[config.mk]
export PLATFORM = sky130hd
export DESIGN_NAME = fpa_div_step
export DESIGN_NICKNAME = d
export VERILOG_FILES = /design/src/sv/fpa_pkg.sv /design/src/sv/fpa_div_step.sv
export SDC_FILE = /design/constraint.sdc
export NUM_CORES = 1
export LEC_CHECK = 0
export BUFFER_PORTS_ARGS = -buffer_cell sky130_fd_sc_hd__buf_2
export CORE_UTILIZATION = 50
export CTS_CLUSTER_SIZE = 28
export DETAILED_ROUTE_END_ITERATION = 16
export GPL_ROUTABILITY_DRIVEN = 0
export PLACE_DENSITY = 0.77
export SYNTH_ARGS = -nofsm -noshare
export SYNTH_HDL_FRONTEND = slang
export SYNTH_SLANG_ARGS = --single-unit
[constraint.sdc]
create_clock -name clk -period 3.21 [get_ports clk]
set_input_delay 0.1605 -clock clk [delete_from_list [all_inputs] [get_ports clk]]
set_output_delay 0.1605 -clock clk [all_outputs]
set_load 0.03 [all_outputs]
[src/sv/fpa_pkg.sv]
// Fixed-point ALU package: word types, operation codes and sizing constants.
// Used by every module of the fixed_point_alu block.
`default_nettype none

package fpa_pkg;

	localparam int DATA_W       = 32;
	localparam int MODE_W       = 4;
	localparam int FRACTION_DEF = 8;

	localparam logic [MODE_W-1:0] MODE_ADD      = 4'd0;
	localparam logic [MODE_W-1:0] MODE_SUB      = 4'd1;
	localparam logic [MODE_W-1:0] MODE_MUL      = 4'd2;
	localparam logic [MODE_W-1:0] MODE_DIV      = 4'd3;
	localparam logic [MODE_W-1:0] MODE_MIN      = 4'd4;
	localparam logic [MODE_W-1:0] MODE_MAX      = 4'd5;
	localparam logic [MODE_W-1:0] MODE_INC      = 4'd6;
	localparam logic [MODE_W-1:0] MODE_DEC      = 4'd7;
	localparam logic [MODE_W-1:0] MODE_FROM_INT = 4'd8;
	localparam logic [MODE_W-1:0] MODE_TO_INT   = 4'd9;

	typedef struct packed {
		logic [MODE_W-1:0]        mode;
		logic signed [DATA_W-1:0] operand_a;
		logic signed [DATA_W-1:0] operand_b;
	} in_word_t;

	typedef struct packed {
		logic signed [DATA_W-1:0] value;
		logic                     a_less;
		logic                     a_equal;
		logic                     a_greater;
		logic                     divide_by_zero;
	} out_word_t;

	typedef struct packed {
		logic [DATA_W-1:0] value;
		logic              a_less;
		logic              a_equal;
		logic              a_greater;
		logic              is_div;
		logic              negate;
		logic              div_zero;
	} side_t;

endpackage

`default_nettype wire

[src/sv/fpa_div_step.sv]
// One restoring-division stage: one quotient bit per register stage.
// Depends on fpa_pkg for the data width.
`default_nettype none

module fpa_div_step #(
	parameter int DQ_W = 40
) (
	input  wire                          clk,
	input  wire                          en,
	input  wire  [fpa_pkg::DATA_W-1:0]   rem_in,
	input  wire  [DQ_W-1:0]              dq_in,
	input  wire  [fpa_pkg::DATA_W-1:0]   dvs_in,
	output logic [fpa_pkg::DATA_W-1:0]   rem_out,
	output logic [DQ_W-1:0]              dq_out,
	output logic [fpa_pkg::DATA_W-1:0]   dvs_out
);
	import fpa_pkg::*;

	logic [DATA_W:0]   trial;
	logic [DATA_W:0]   diff;
	logic              qbit;
	logic [DATA_W-1:0] rem_next;

	always_comb begin
		trial    = {rem_in, dq_in[DQ_W-1]};
		diff     = trial - {1'b0, dvs_in};
		qbit     = ~diff[DATA_W];
		rem_next = qbit ? diff[DATA_W-1:0] : trial[DATA_W-1:0];
	end

	always_ff @(posedge clk) begin
		if (en) begin
			rem_out <= rem_next;
			dq_out  <= {dq_in[DQ_W-2:0], qbit};
			dvs_out <= dvs_in;
		end
	end

endmodule

`default_nettype wire

==> run metrics <==
CTS Buf Count=9; via count=around 4800; DIE AREA=0.01158 mm²; setup TNS=0 ns; Core Area=approximately 0.011 mm²; Data required, critical path=about 3.3 ns; synthesis warning total=0; Max Slew Vio Count=0; first-pass GRT wire length=approximately 22000 µm; Crit path arrival time=around 3.2 ns; outcome=completed; Net Switching=~1200 µW; hold worst-path end=dvs_out[1]$_DFFE_PP_; Primary FF master, synth=edfxtp_1; Clk pwr share=roughly a fifth; GRT Total Usage=about 25%; hold_sp=dvs_in[1]; Comb power frac=between 30% and 40%; CTS sink count=approximately 100; Relative slew margins=58.73%; post-route cell area=just under 0.008 mm²; Fin. Hold Viols=0; Syn Inst Count=about 460; VDD IR-drop max=0.0002469 V; Worst setup startpoint=dvs_in[16]; Fmax=about 0.33 GHz; Setup Buffers After CTS=0; final wirelength=14450 µm; DP Area=between 0.006 and 0.007 mm²; Yosys cell types=49; Seq/Total Area, Yosys=between 50% and 60%; vias in the first global route=approximately 4500; hold path cells=1; mapped cell area=roughly 0.0056 mm²; Vert. Die Dim=~110 µm; P&R area growth vs syn=37.74%; row count=38; CP Class=input pin to flip-flop; MaxCap Viol Count=0; final setup violation count=0; #FFs+latches synth=104; CTS tree=done; initial antenna violation count=0; CP Capture Type=flip-flop; WL per Instance=16.22 µm; gr ovfl total=0; Ports=210; largest net degree at the start of global routing=61; Net Count, Synth=603; cell-internal power=roughly 2400 µW; startpoint types=input pin; DRT iter0 DRCs=310; Seq pwr share=between 40% and 50%; commonest non-fill, non-tap cell in the layout=buf_2; n_diodes=0; most frequent cells in the layout=buf_2, edfxtp_1, dlygate4sd3_1; total power=approximately 3700 µW; Pwr Density=approximately 480 mW/mm²; min-delay worst type=input pin to flip-flop; switching share of power=around a third; final worst slack=0.1682 ns; dpl hpwl=10400 µm; fin crit period=around 3 ns; EDFF count, synth=104; drt pass-1 iters=5; Worst-Margin Slew=between 0.6 and 0.7 ns; period utilization=a little over nine tenths; Post-synth ARST share=0%; leakage power figure=0.003500 µW; Net count, final=885; share of cells above drive strength 1=34.22%; Root Driver=clkbuf_8; WHS=approximately 0.016 ns; CTS max path bufs=2; CP max FO=8; H-tree levels=3; RSZ-0062 raised after global routing=false; Via density=roughly 5.3; DP Worst Slack=about 0.25 ns; Die X=between 100 and 150 µm; # DRC=0; Clock transition at path regs=0.10 ns; initial core utilization=~50%; Port Buf Inserts=~210; ANT nets after route=0; Avg Inst Size Synth=~12 µm²
==> kinds of logic (layout without fill, tap and decap cells) <==
group           count (synthesis)  count (layout)  share of synthesized area [%]
fa+ha+maj                      33              33                          7.539
compound gates                120             120                          14.29
mux                            18              18                          4.846
flops                         104             104                          56.00
simple gates                  108             108                          9.289
buf+inv                        57             344                          4.263
xor+xnor                       24              24                          3.769
==> cell type report <==
| class | count | area [µm²] |
|---|---|---|
| fill | 783 | 3159 |
| multi-input combinational | 303 | 2230 |
| clock inverter | 5 | 40.04 |
| inverter | 42 | 157.7 |
| sequential | 104 | 3123 |
| timing repair buffer | 286 | 1824 |
| tap | 140 | 175.2 |
| clock buffer | 11 | 131.4 |
==> sequential cells by signal (all words and copies together), names as in the netlist <==
register and flops:
rem_out 32, dvs_out 32, dq_out 40
==> power groups by stage <==
stage / clock, µW / sequential (µW) / combinational, µW
detailed placement: 0 / 1740 / 1120
floorplan: 0 / 2030 / 471
global placement: 0 / 1730 / 1100
global route: 809 / 1720 / 1290
finish: 758 / 1700 / 1200
CTS: 764 / 1700 / 1190
==> worst max path at each step <==
stage,cells past startpoint,slack [ns],to
2_1_floorplan,12,0.53,rem_out[10]$_DFFE_PP_
3_3_place_gp,13,0.35,rem_out[18]$_DFFE_PP_
3_5_place_dp,13,0.25,rem_out[16]$_DFFE_PP_
4_1_cts,12,0.11,rem_out[27]$_DFFE_PP_
5_1_grt,13,0.004,rem_out[16]$_DFFE_PP_
6_report,13,0.17,rem_out[18]$_DFFE_PP_
==> worst max-delay path, cell delays in order <==
cell and delay, ns:
dlygate4sd3_1 0.53, buf_2 0.13, inv_1 0.05, ha_2 0.32, a21oi_4 0.20, o211ai_1 0.12
a221o_1 0.33, a211o_1 0.30, o211ai_1 0.28, o211ai_4 0.13, inv_2 0.11, buf_4 0.19
mux2_4 0.31
==> cells in the mapped netlist (all sizes together) (2+ instances only) <==
master / n / area [µm²]
buf: 4 / 38.78
nand3: 11 / 55.05
and4: 2 / 17.52
a21o: 15 / 112.6
o21ai: 24 / 120.1
o31ai: 5 / 37.54
nand4: 7 / 43.79
and3: 6 / 37.54
nor3: 4 / 20.02
xor2: 10 / 87.58
clkbuf: 11 / 41.29
mux2: 18 / 270.3
nand2: 44 / 165.2
a21boi: 2 / 15.01
o41ai: 2 / 17.52
nand2b: 5 / 31.28
o211ai: 9 / 81.33
a211oi: 4 / 30.03
a21oi: 36 / 195.2
o2111ai: 2 / 17.52
a31oi: 2 / 12.51
nor2: 16 / 60.06
o21bai: 5 / 37.54
ha: 32 / 400.4
inv: 42 / 157.7
nor2b: 5 / 31.28
o21a: 6 / 45.04
and2: 3 / 18.77
xnor2: 14 / 122.6
edfxtp: 104 / 3123
==> timing repair <==
| action | in CTS | in global routing |
|---|---|---|
| resized for setup | 0 | 3 |
| hold buffers | 69 | 0 |
| endpoints found under the hold margin | 69 | 0 |
| endpoints found under the setup margin | 0 | 19 |
==> through the flow <==
stage                     cells  utilization (%)
after floorplan             464                -
after global placement      806            62.78
after CTS                   891            70.73
after global routing        891            70.86
final                       891            70.86
after detailed placement    806            62.78
==> per-layer routing <==
metal | GRT usage (%) | vias to the layer above | part of all wire, %
met4 | 8.023 | 0 | 2.6
li1 | - | 2284 | -
met2 | 43.50 | 233 | 49
met5 | 0 | - | 0
met1 | 31.41 | 2201 | 41
met3 | 3.935 | 36 | 7.3
Note: power is estimated with default switching activity, not from simulation.
